### src/sv/hflp_pkg.sv
// Package for the HTTP field line parser: codes, byte constants, item types
// and byte class functions. Depends on nothing.
`timescale 1ns / 1ps

package hflp_pkg;

   // Longest whitespace run held inside a value; the 6-bit count caps it at 63.
   localparam int unsigned MAX_WS_RUN = 32;
   localparam int unsigned RUN_CAP    = (MAX_WS_RUN > 63) ? 63 : MAX_WS_RUN;
   localparam int unsigned CNT_W      = 6;
   localparam int unsigned TAB_W      = 32;
   localparam logic [CNT_W-1:0] RUN_CAP_CNT = CNT_W'(RUN_CAP);

   // Byte codes
   localparam logic [7:0] VCHAR_LO = 8'h21;
   localparam logic [7:0] VCHAR_HI = 8'h7E;
   localparam logic [7:0] OBS_LO   = 8'h80;
   localparam logic [7:0] CH_COLON = 8'h3A;
   localparam logic [7:0] CH_CR    = 8'h0D;
   localparam logic [7:0] CH_LF    = 8'h0A;
   localparam logic [7:0] CH_SP    = 8'h20;
   localparam logic [7:0] CH_HTAB  = 8'h09;

   typedef enum logic [2:0] {
      PH_NAME,
      PH_OWS,
      PH_VALUE,
      PH_LF,
      PH_DONE,
      PH_ERR
   } phase_type;

   typedef enum logic [2:0] {
      KIND_NAME_BYTE,
      KIND_NAME_END,
      KIND_VALUE_BYTE,
      KIND_LINE_END,
      KIND_DONE,
      KIND_ERROR
   } kind_type;

   typedef struct packed {
      logic [7:0] in_byte;
      logic       restart;
   } req_item_type;

   typedef struct packed {
      kind_type         kind;
      logic [7:0]       out_byte;
      logic [CNT_W-1:0] ws_count;
      logic [TAB_W-1:0] ws_tabs;
      logic             byte_consumed;
   } rsp_item_type;

   // Token character: digits, letters and the listed punctuation.
   function automatic logic is_tchar(input logic [7:0] c);
      return c inside {[8'h30:8'h39], [8'h41:8'h5A], [8'h61:8'h7A],
                       8'h21, 8'h23, 8'h24, 8'h25, 8'h26, 8'h27, 8'h2A,
                       8'h2B, 8'h2D, 8'h2E, 8'h5E, 8'h5F, 8'h60, 8'h7C, 8'h7E};
   endfunction

   function automatic logic is_wsp(input logic [7:0] c);
      return (c == CH_SP) || (c == CH_HTAB);
   endfunction

   // Visible character or obs-text.
   function automatic logic is_vchar(input logic [7:0] c);
      return (c inside {[VCHAR_LO:VCHAR_HI]}) || (c >= OBS_LO);
   endfunction

endpackage

### src/sv/hflp_if.sv
// Valid/ready channel interfaces for the request and response items.
// Depends on hflp_pkg.
`timescale 1ns / 1ps

interface hflp_req_if
   import hflp_pkg::*;
   ();
   logic       valid;
   logic       ready;
   logic [7:0] in_byte;
   logic       restart;

   modport source (output valid, in_byte, restart, input ready);
   modport sink   (input valid, in_byte, restart, output ready);
endinterface

interface hflp_rsp_if
   import hflp_pkg::*;
   ();
   logic             valid;
   logic             ready;
   kind_type         kind;
   logic [7:0]       out_byte;
   logic [CNT_W-1:0] ws_count;
   logic [TAB_W-1:0] ws_tabs;
   logic             byte_consumed;

   modport source (output valid, kind, out_byte, ws_count, ws_tabs, byte_consumed,
                   input ready);
   modport sink   (input valid, kind, out_byte, ws_count, ws_tabs, byte_consumed,
                   output ready);
endinterface

### src/sv/hflp_in_stage.sv
// Input register of the HTTP field line parser: holds one request item until
// the parse stage takes it. Depends on hflp_pkg.
`timescale 1ns / 1ps

module hflp_in_stage
   import hflp_pkg::*;
(
   input  logic         clock,
   input  logic         reset,
   input  logic         req_valid,
   output logic         req_ready,
   input  req_item_type req_item,
   input  logic         take,
   output logic         item_valid,
   output req_item_type item
);

   logic         valid_ff, valid_in;
   req_item_type item_ff;

   // Accept when empty or when the held item moves on this cycle
   assign req_ready = !valid_ff || take;
   assign valid_in  = (req_valid && req_ready) || (valid_ff && !take);

   always_ff @(posedge clock) begin
      if (reset) begin
         valid_ff <= 1'b0;
      end else begin
         valid_ff <= valid_in;
      end
   end

   // Load payload on accept
   always_ff @(posedge clock) begin
      if (req_valid && req_ready) begin
         item_ff <= req_item;
      end
   end

   assign item_valid = valid_ff;
   assign item       = item_ff;

endmodule

### src/sv/hflp_core.sv
// Parse stage of the HTTP field line parser: field line state, byte decode
// and the result register. Depends on hflp_pkg.
`timescale 1ns / 1ps

module hflp_core
   import hflp_pkg::*;
(
   input  logic         clock,
   input  logic         reset,
   input  logic         item_valid,
   input  req_item_type item,
   output logic         take,
   output logic         rsp_valid,
   input  logic         rsp_ready,
   output rsp_item_type rsp_item
);

   phase_type        phase_ff, phase_in;
   logic             name_started_ff, name_started_in;
   logic [CNT_W-1:0] run_len_ff, run_len_in;
   logic [TAB_W-1:0] run_tabs_ff, run_tabs_in;
   logic             rsp_valid_ff, rsp_valid_in;
   rsp_item_type     rsp_ff, rsp_in;
   logic             emit;

   // State as seen by this item, after an optional restart
   phase_type        ph;
   logic             ns;
   logic [CNT_W-1:0] len;
   logic [TAB_W-1:0] tabs;
   logic [7:0]       b;
   logic             tchar, wsp, vchar, run_full;

   assign b     = item.in_byte;
   assign ph    = item.restart ? PH_NAME : phase_ff;
   assign ns    = item.restart ? 1'b0 : name_started_ff;
   assign len   = item.restart ? '0 : run_len_ff;
   assign tabs  = item.restart ? '0 : run_tabs_ff;
   assign tchar = is_tchar(b);
   assign wsp   = is_wsp(b);
   assign vchar = is_vchar(b);
   assign run_full = (len >= RUN_CAP_CNT);

   // Advance when the result register is free or being emptied
   assign take = item_valid && (!rsp_valid_ff || rsp_ready);

   // Next phase
   always_comb begin
      phase_in = ph;
      case (ph)
         PH_NAME: begin
            if (tchar) phase_in = PH_NAME;
            else if (!ns) phase_in = PH_DONE;
            else if (b == CH_COLON) phase_in = PH_OWS;
            else phase_in = PH_ERR;
         end
         PH_OWS, PH_VALUE: begin
            if (ph == PH_OWS && wsp) phase_in = PH_OWS;
            else if (vchar) phase_in = PH_VALUE;
            else if (wsp) phase_in = run_full ? PH_ERR : PH_VALUE;
            else if (b == CH_CR) phase_in = PH_LF;
            else phase_in = PH_ERR;
         end
         PH_LF: begin
            phase_in = (b == CH_LF) ? PH_NAME : PH_ERR;
         end
         PH_DONE: begin
            phase_in = PH_DONE;
         end
         default: begin
            phase_in = PH_ERR;
         end
      endcase
   end

   // Result and run bookkeeping
   always_comb begin
      emit               = 1'b1;
      rsp_in.kind        = KIND_ERROR;
      rsp_in.out_byte    = b;
      rsp_in.ws_count    = '0;
      rsp_in.ws_tabs     = '0;
      name_started_in    = ns;
      run_len_in         = len;
      run_tabs_in        = tabs;
      case (ph)
         PH_NAME: begin
            if (tchar) begin
               name_started_in = 1'b1;
               rsp_in.kind     = KIND_NAME_BYTE;
            end else if (!ns) begin
               rsp_in.kind = KIND_DONE;
            end else if (b == CH_COLON) begin
               name_started_in = 1'b0;
               rsp_in.kind     = KIND_NAME_END;
            end
         end
         PH_OWS, PH_VALUE: begin
            if (ph == PH_OWS && wsp) begin
               emit = 1'b0;
            end else if (vchar) begin
               rsp_in.kind     = KIND_VALUE_BYTE;
               rsp_in.ws_count = len;
               rsp_in.ws_tabs  = tabs;
               run_len_in      = '0;
               run_tabs_in     = '0;
            end else if (wsp) begin
               // Hold the whitespace; positions past the mask read as SP
               if (!run_full) begin
                  emit       = 1'b0;
                  run_len_in = len + CNT_W'(1);
                  if (b == CH_HTAB && !len[CNT_W-1]) begin
                     run_tabs_in = tabs | (TAB_W'(1) << len[CNT_W-2:0]);
                  end
               end
            end else if (b == CH_CR) begin
               // Drop trailing whitespace
               emit        = 1'b0;
               run_len_in  = '0;
               run_tabs_in = '0;
            end
         end
         PH_LF: begin
            if (b == CH_LF) begin
               name_started_in = 1'b0;
               rsp_in.kind     = KIND_LINE_END;
            end
         end
         PH_DONE: begin
            rsp_in.kind = KIND_DONE;
         end
         default: begin
            rsp_in.kind = KIND_ERROR;
         end
      endcase
      rsp_in.byte_consumed = !(rsp_in.kind == KIND_DONE || rsp_in.kind == KIND_ERROR);
   end

   assign rsp_valid_in = take ? emit : (rsp_valid_ff && !rsp_ready);

   always_ff @(posedge clock) begin
      if (reset) begin
         phase_ff        <= PH_NAME;
         name_started_ff <= 1'b0;
         run_len_ff      <= '0;
         run_tabs_ff     <= '0;
         rsp_valid_ff    <= 1'b0;
      end else begin
         rsp_valid_ff <= rsp_valid_in;
         if (take) begin
            phase_ff        <= phase_in;
            name_started_ff <= name_started_in;
            run_len_ff      <= run_len_in;
            run_tabs_ff     <= run_tabs_in;
         end
      end
   end

   // Load the result register only with a result
   always_ff @(posedge clock) begin
      if (take && emit) begin
         rsp_ff <= rsp_in;
      end
   end

   assign rsp_valid = rsp_valid_ff;
   assign rsp_item  = rsp_ff;

endmodule

### src/sv/http_field_line_parser.sv
// HTTP/1.1 header field line parser. One byte of a header section enters per
// item; each item gives zero or one result: a name byte, the name end (colon),
// a value byte with the inner whitespace run that preceded it, the line end
// (LF), section done or error. Leading and trailing whitespace of a value
// produce no results. Done and error are sticky until an item with restart
// set. Throughput is one item per clock while the result port is not stalled;
// the input register captures an item at acceptance and the result register
// captures its decode when the parse stage takes it. req ready follows rsp
// ready within the cycle when both registers are full. Depends on hflp_pkg,
// hflp_if, hflp_in_stage and hflp_core.
`timescale 1ns / 1ps

module http_field_line_parser
   import hflp_pkg::*;
(
   input  logic     clock,
   input  logic     reset,
   hflp_req_if.sink req_if,
   hflp_rsp_if.source rsp_if
);

   req_item_type req_item, item;
   rsp_item_type rsp_item;
   logic         item_valid, take;

   assign req_item.in_byte = req_if.in_byte;
   assign req_item.restart = req_if.restart;

   hflp_in_stage u_in_stage (
      .clock      (clock),
      .reset      (reset),
      .req_valid  (req_if.valid),
      .req_ready  (req_if.ready),
      .req_item   (req_item),
      .take       (take),
      .item_valid (item_valid),
      .item       (item)
   );

   hflp_core u_core (
      .clock      (clock),
      .reset      (reset),
      .item_valid (item_valid),
      .item       (item),
      .take       (take),
      .rsp_valid  (rsp_if.valid),
      .rsp_ready  (rsp_if.ready),
      .rsp_item   (rsp_item)
   );

   assign rsp_if.kind          = rsp_item.kind;
   assign rsp_if.out_byte      = rsp_item.out_byte;
   assign rsp_if.ws_count      = rsp_item.ws_count;
   assign rsp_if.ws_tabs       = rsp_item.ws_tabs;
   assign rsp_if.byte_consumed = rsp_item.byte_consumed;

endmodule

### src/flat_wrapper.sv
// flat-port wrapper written by rule: the top's interface ports become plain ports
module http_field_line_parser_flat import hflp_pkg::*;
  (clock, reset, req_if_valid, req_if_in_byte, req_if_restart, req_if_ready, rsp_if_valid, rsp_if_kind, rsp_if_out_byte, rsp_if_ws_count, rsp_if_ws_tabs, rsp_if_byte_consumed, rsp_if_ready);
  hflp_req_if req_if_i ();
  hflp_rsp_if rsp_if_i ();
  input  logic clock;
  input  logic reset;
  input wire logic [$bits(req_if_i.valid)-1:0] req_if_valid;
  input wire logic [$bits(req_if_i.in_byte)-1:0] req_if_in_byte;
  input wire logic [$bits(req_if_i.restart)-1:0] req_if_restart;
  output wire logic [$bits(req_if_i.ready)-1:0] req_if_ready;
  output wire logic [$bits(rsp_if_i.valid)-1:0] rsp_if_valid;
  output wire logic [$bits(rsp_if_i.kind)-1:0] rsp_if_kind;
  output wire logic [$bits(rsp_if_i.out_byte)-1:0] rsp_if_out_byte;
  output wire logic [$bits(rsp_if_i.ws_count)-1:0] rsp_if_ws_count;
  output wire logic [$bits(rsp_if_i.ws_tabs)-1:0] rsp_if_ws_tabs;
  output wire logic [$bits(rsp_if_i.byte_consumed)-1:0] rsp_if_byte_consumed;
  input wire logic [$bits(rsp_if_i.ready)-1:0] rsp_if_ready;
  assign req_if_i.valid = req_if_valid;
  assign req_if_i.in_byte = req_if_in_byte;
  assign req_if_i.restart = req_if_restart;
  assign req_if_ready = req_if_i.ready;
  assign rsp_if_valid = rsp_if_i.valid;
  assign rsp_if_kind = rsp_if_i.kind;
  assign rsp_if_out_byte = rsp_if_i.out_byte;
  assign rsp_if_ws_count = rsp_if_i.ws_count;
  assign rsp_if_ws_tabs = rsp_if_i.ws_tabs;
  assign rsp_if_byte_consumed = rsp_if_i.byte_consumed;
  assign rsp_if_i.ready = rsp_if_ready;
  http_field_line_parser u_core (.clock(clock), .reset(reset), .req_if(req_if_i), .rsp_if(rsp_if_i));
endmodule
### config.mk
export PLATFORM = sky130hd
export DESIGN_NAME = http_field_line_parser_flat
export DESIGN_NICKNAME = d
export VERILOG_FILES = /design/src/sv/hflp_pkg.sv /design/src/sv/hflp_if.sv /design/src/sv/hflp_in_stage.sv /design/src/sv/hflp_core.sv /design/src/sv/http_field_line_parser.sv /design/src/flat_wrapper.sv
export SDC_FILE = /design/constraint.sdc
export NUM_CORES = 1
export LEC_CHECK = 0
export BUFFER_PORTS_ARGS = -buffer_cell sky130_fd_sc_hd__buf_2
export CAP_MARGIN = 20
export CORE_MARGIN = 2
export CORE_UTILIZATION = 30
export CTS_CLUSTER_DIAMETER = 40
export DETAILED_ROUTE_END_ITERATION = 8
export SKIP_LAST_GASP = 1
export SYNTH_ARGS = -nofsm -noshare
export SYNTH_HDL_FRONTEND = slang
export SYNTH_SLANG_ARGS = --single-unit
export TNS_END_PERCENT = 50
### constraint.sdc
create_clock -name clock -period 7 [get_ports clock]
set_input_delay 1.4 -clock clock [delete_from_list [all_inputs] [get_ports clock]]
set_output_delay 1.4 -clock clock [all_outputs]
set_load 0.02 [all_outputs]
# --- Yosys cells after proc, flatten, opt, wreduce, memory -nomap -nowiden ---
# Cells that the tools add are included.
totals:
  regBits: 103
  inputBits: 13
  output_inout_bits: 52
op_classes:
  addsub: 1
  order_cmp: 10
  n_eq_ne: 26
  n_shift: 1
  muxes: 43
  n_bitwise: 3
  n_reduce_logical: 27
ops:
  columns: ["cell", "count"]
  rows:
  - ["32-bit 2-to-1 mux", 8]
  - ["8-bit by 6-bit equality test with 1-bit output (second input constant)", 12]
  - ["6-bit 2-to-1 mux", 7]
  - ["8-bit by 7-bit equality test with 1-bit output (second input constant)", 5]
  - ["3-bit 2-to-1 mux", 13]
  - ["32-bit OR", 1]
  - ["1-bit by 5-bit left shift with 32-bit output (first input constant)", 1]
  - ["8-bit by 4-bit equality test with 1-bit output (second input constant)", 3]
  - ["8-bit by 7-bit less-or-equal comparator with 1-bit output (second input constant)", 3]
  - ["3-bit one-hot mux with 4 select lines", 2]
  - ["18-bit nonzero test", 1]
  - ["8-bit by 6-bit greater-or-equal comparator with 1-bit output (second input constant)", 2]
  - ["8-bit by 7-bit greater-or-equal comparator with 1-bit output (second input constant)", 2]
  - ["1-bit 2-to-1 mux", 12]
  - ["1-bit logical AND", 11]
  - ["3-bit equality test (second input constant)", 3]
  - ["8-bit greater-or-equal comparator (second input constant)", 1]
  - ["8-bit by 6-bit less-or-equal comparator with 1-bit output (second input constant)", 1]
  - ["6-bit by 1-bit adder with 6-bit output (second input constant)", 1]
  - ["3-bit by 2-bit equality test with 1-bit output (second input constant)", 2]
  - ["6-bit greater-or-equal comparator (second input constant)", 1]
  - ["1-bit logical NOT", 6]
  - ["1-bit logical OR", 6]
  - ["3-bit by 1-bit equality test with 1-bit output (second input constant)", 1]
  - ["5 further kinds", 6]

# --- Longest topological paths before layout ---
depth:
  word_depth: 9
  ltp_mapped: 12

# --- Hierarchy ---
# Synthesis repeated with hierarchy kept, for this count alone.
hier_totals:
  cells_unflattened: 423
  hier_area_um2: 4710.8
by_module_without_submodules:
  columns: ["mod", "instances", "cells_each", "area_per_inst_um2", "seq_area_each_um2"]
  rows:
  - ["hflp_core", 1, 409, 4385.5, 2362.3]
  - ["hflp_in_stage", 1, 14, 325.3, 290.3]

# --- Least setup slack after synthesis ---
# OpenSTA, ideal clock, no wires.
synth_path:
  path_kind: "input -> register"
  start: "input port rsp_if_ready"
  end: "register u_core.u_core.rsp_ff, in the netlist u_core.u_core.rsp_item[0] (enable)"
  setup_time_ns: 0.476
  t_arrival_ns: 4.384
  required_ns: 6.524
  slack_ns: 2.140
  path_stages: 4
  path_cell_list: "nand2b_1 nand2_1 clkbuf_1 a21oi_1"
synth_between:
  elab_chain_cells: 3
synth_lines:
  columns: ["item", "line", "rtl"]
  rows:
  - ["start, declared", "flat_wrapper.sv:18", "input wire logic [$bits(rsp_if_i.ready)-1:0] rsp_if_ready;"]
  - ["1-bit logical OR", "hflp_core.sv:45", "assign take = item_valid && (!rsp_valid_ff || rsp_ready);"]
  - ["1-bit logical AND", "hflp_core.sv:45", null]
  - ["1-bit logical AND", "hflp_core.sv:161", "if (take && emit) begin"]
  - ["end signal, assigned", "hflp_core.sv:162", "rsp_ff <= rsp_in;"]
  - ["end, declared", "hflp_core.sv:23", "rsp_item_type rsp_ff, rsp_in;"]
# No other way between the ends.
# A chain may end at the register's enable or synchronous reset.

# --- Final worst setup path ---
layout_path:
  start: "input port rsp_if_ready"
  end: "register u_core.u_core.run_tabs_ff[24]"
layout_between:
  elab_chain_cells: 2
layout_lines:
  columns: ["item", "line", "rtl"]
  rows:
  - ["1-bit logical OR", "hflp_core.sv:45", null]
  - ["1-bit logical AND", "hflp_core.sv:45", null]
  - ["end signal, assigned", "hflp_core.sv:154", "run_tabs_ff <= run_tabs_in;"]
  - ["end, declared", "hflp_core.sv:21", "logic [TAB_W-1:0] run_tabs_ff, run_tabs_in;"]
# No other way between the ends.

==> impl_metrics.ini <==
[run_status]
status = completed

[floorplan]
initial_core_util_pct = 30.9
num_rows = 45
io-pin-count = 65
fp.dieArea_sq_um = 16800
die_h_um = 130
die_x_um = 130
coreArea_sq_um = 15300

[sta]
final-setup-viol-count = 0
setup_tns_ns = 0
drv_slew = 0
skew_ns = 0.0103
fin_crit_sh_pct = 48.8
period_needed_ns = 3.42
fmax_mhz = 293
finalHoldViolCount = 0
rsz0062_at_grt = no
relSlewSlack_pct = 38.4
finalWorstSetupSlack_ns = 3.58
worst_pin_slew_ns = 0.921

[synthesis]
ys_types = 65
synth_xor_area_share_pct = 0.185
yosysTopAreaCellShare_pct = 37.4
synth_nets = 466
yosysTopAreaCell = edfxtp_1
async_flop_share_pct = 0
synth_flop_cell = edfxtp_1
synth_edf_count = 59
synth-adder-area-share_pct = 1.59
synthesis.instances = 447
synth-compound-area-share_pct = 15.0
syn_area_per_cell_sq_um = 10.6
yosysSeqAreaShare_pct = 56.0
yosys-top-cells-area = edfxtp_1 (37%), dfxtp_1 (19%), and3_1 (4.4%), nor2_1 (3.3%), nand2_1 (2.9%)
synthMuxAreaShare_pct = 0.211
synth-simple-area-share_pct = 23.1
synth_warnings = 0
synth_area_sq_um = 4730
synth_top_family_by_area = simple AND/OR/NAND/NOR gates
synth-seq-cells = 103

[detailed_routing]
vias_per_cell = 5.34
drtIter0Drc = 389
drtPass1Iterations = 7
wl_per_cell_um = 18.1
vias = 3789
post-route-drc-count = 0
routed_wl_um = 12900
drtAntennaViolNets = 0

[layout]
area_growth_pct = 16.0
drive_gt1_share_pct = 20.4
utilization_pct = 35.8
final_cell_mix = buf_2 (64), edfxtp_1 (59), dfxtp_1 (44)
final_cell_area_sq_um = 5490
n_fill_cell = 1562
multiInputGateArea_sq_um = 1910
regArea_sq_um = 2650
final_common_cell = buf_2
diodes = 0
finalNetCount = 513

[power_and_ir_drop]
ir_worst_vdd_v = 0.000127
totalPowerFinal_mw = 1.24
comb_power_share_pct = 7.5
p_int_uw = 928
powerDensity_nw_per_um2 = 227
p_leak_nw = 2.00
clkPwrFrac_pct = 38.5
power.share.switching_pct = 25.4
p_sw_uw = 316
seq_power_share_pct = 54.0

[placement]
port_buffers = 64
dpl.hpwl_um = 9020
post_dp_cell_area_sq_um = 5210
place_congestion = 0.991
dp_slack_ns = 3.22

[worst_setup_path]
worstSetupEndpointType = flip-flop
required_ns = 7.25
cp_max_fo = 19
slowest_delay_ns = 0.67
cp_slowest_cell = and2_0
path_cells = buf_2, nand2b_1, and2_0, o21ai_0, a21o_1, and2_1, a22o_1
cp.arrival_ns = 3.67
cp-start-kind = primary input
r2r_slack_ns = 3.80
crit_buf_inv = 1
crit_type = in2reg
critical_path.top_delay_family = simple AND/OR/NAND/NOR gates

[cts]
clock_latency_ns = 0.36
cts_tree = yes
clk_pin_slew_ns = 0.07
cts_max_level = 3
clock_path_buffers = 2
hold_buffers = 0
numCtsBuffers = 9
postCtsSetupBuffers = 0
clock-root-buffer = clkbuf_16
cts.sinks = 103
cts_resized = 0

[job]
maxCapViolations = 0

[worst_hold_path]
hold_path.class = reg2reg

[global_routing]
grt_max_degree = 41
antenna_found_initial = 0
grt_pass1_vias = 3663
grt_usage_pct = 16.0
grt_overflow = 0
grt_pass1_wl_um = 20700
[final cells by class]
class / instances / share of cell area, %
inverters: 8 / 0.547
multi-input cells: 304 / 34.8
well taps: 211 / 4.81
repair buffers: 68 / 6.38
flip-flops and latches: 103 / 48.3
clock buffers: 9 / 4.10
clock inverters: 7 / 1.00
[synth_stat cells, drive strengths merged (2+ instances only)]
cell type and number:
edfxtp 59, dfxtp 44, nor2 43, nand2 37, and3 33, clkbuf 24, a21oi 20, nor3 15
o21ai 14, nand3 13, nand4 12, o2bb2ai 10, buf 8, inv 8, nand2b 8, nor4 8
a22o 7, a32oi 7, a211oi 6, ha 6, a31oi 5, nor2b 5, a32o 4, and2 4
or2 4, nand3b 3, o211ai 3, or3 3, or4 3, a21o 2, a22oi 2, a31o 2
o21a 2, o41ai 2, or4b 2
[metal layers]
| layer | global-route usage [%] | part of all wire (%) | routed length [um] |
|---|---|---|---|
| met3 | 4.75 | 9.0 | 1160 |
| met1 | 22.8 | 46 | 5920 |
| met5 | 0 | 0 | 0 |
| met4 | 5.44 | 2.0 | 260 |
| met2 | 23.3 | 43 | 5530 |
[sequential cells by signal, summed over array words and instances (netlist names)]
register,flops
u_core.u_core.rsp_item,50
u_core.u_core.run_tabs_ff,32
u_core.u_in_stage.item,9
u_core.u_core.run_len_ff,6
u_core.u_core.phase_ff,3
u_core.u_core.name_started_ff,1
u_core.u_core.rsp_valid,1
u_core.u_in_stage.item_valid,1
[cells by family after synthesis]
| group | count (synthesis) |
|---|---|
| buffers and inverters | 40 |
| and+or+nand+nor | 198 |
| muxes | 1 |
| xor gates and xnor gates | 1 |
| DFF | 103 |
| adders and majority gates | 6 |
| AOI/OAI and AO/OA | 98 |
[per-stage QoR]
stage                     hold WS, ns  instances
after floorplan                 0.421        447
after global placement          0.445        694
after detailed placement        0.445        694
after CTS                       0.455        710
after global routing            0.468        710
final                           0.454        710
[worst paths after layout]
kind	cells after the start	endpoint	from
max	7	u_core.u_core.run_tabs_ff[24]$_SDFFE_PP0P_	rsp_if_ready
min	2	u_core.u_core.run_tabs_ff[17]$_SDFFE_PP0P_	u_core.u_core.run_tabs_ff[17]$_SDFFE_PP0P_
max reg2reg	7	u_core.u_core.rsp_item[45]$_DFFE_PP_	u_core.u_in_stage.item[3]$_DFFE_PP_
min reg2reg	2	u_core.u_core.run_tabs_ff[17]$_SDFFE_PP0P_	u_core.u_core.run_tabs_ff[17]$_SDFFE_PP0P_
[worst reg2reg max path: stages, from the launching register on]
cell and delay, ns:
edfxtp_1 0.54, or4_1 0.61, o41ai_1 0.42, nor2_2 0.05, buf_4 0.26, nor2_1 0.38, a21oi_4 0.27, buf_4 0.36
[power by group through the flow]
stage / clock network (mW) / logic (mW) / registers (mW)
final: 0.479 / 0.0930 / 0.671
after CTS: 0.493 / 0.0934 / 0.672
after global placement: 0 / 0.0925 / 0.685
after floorplan: 0 / 0.0518 / 0.696
after global routing: 0.516 / 0.101 / 0.674
after detailed placement: 0 / 0.0931 / 0.685
No activity file was read; power rests on OpenSTA's default activity.
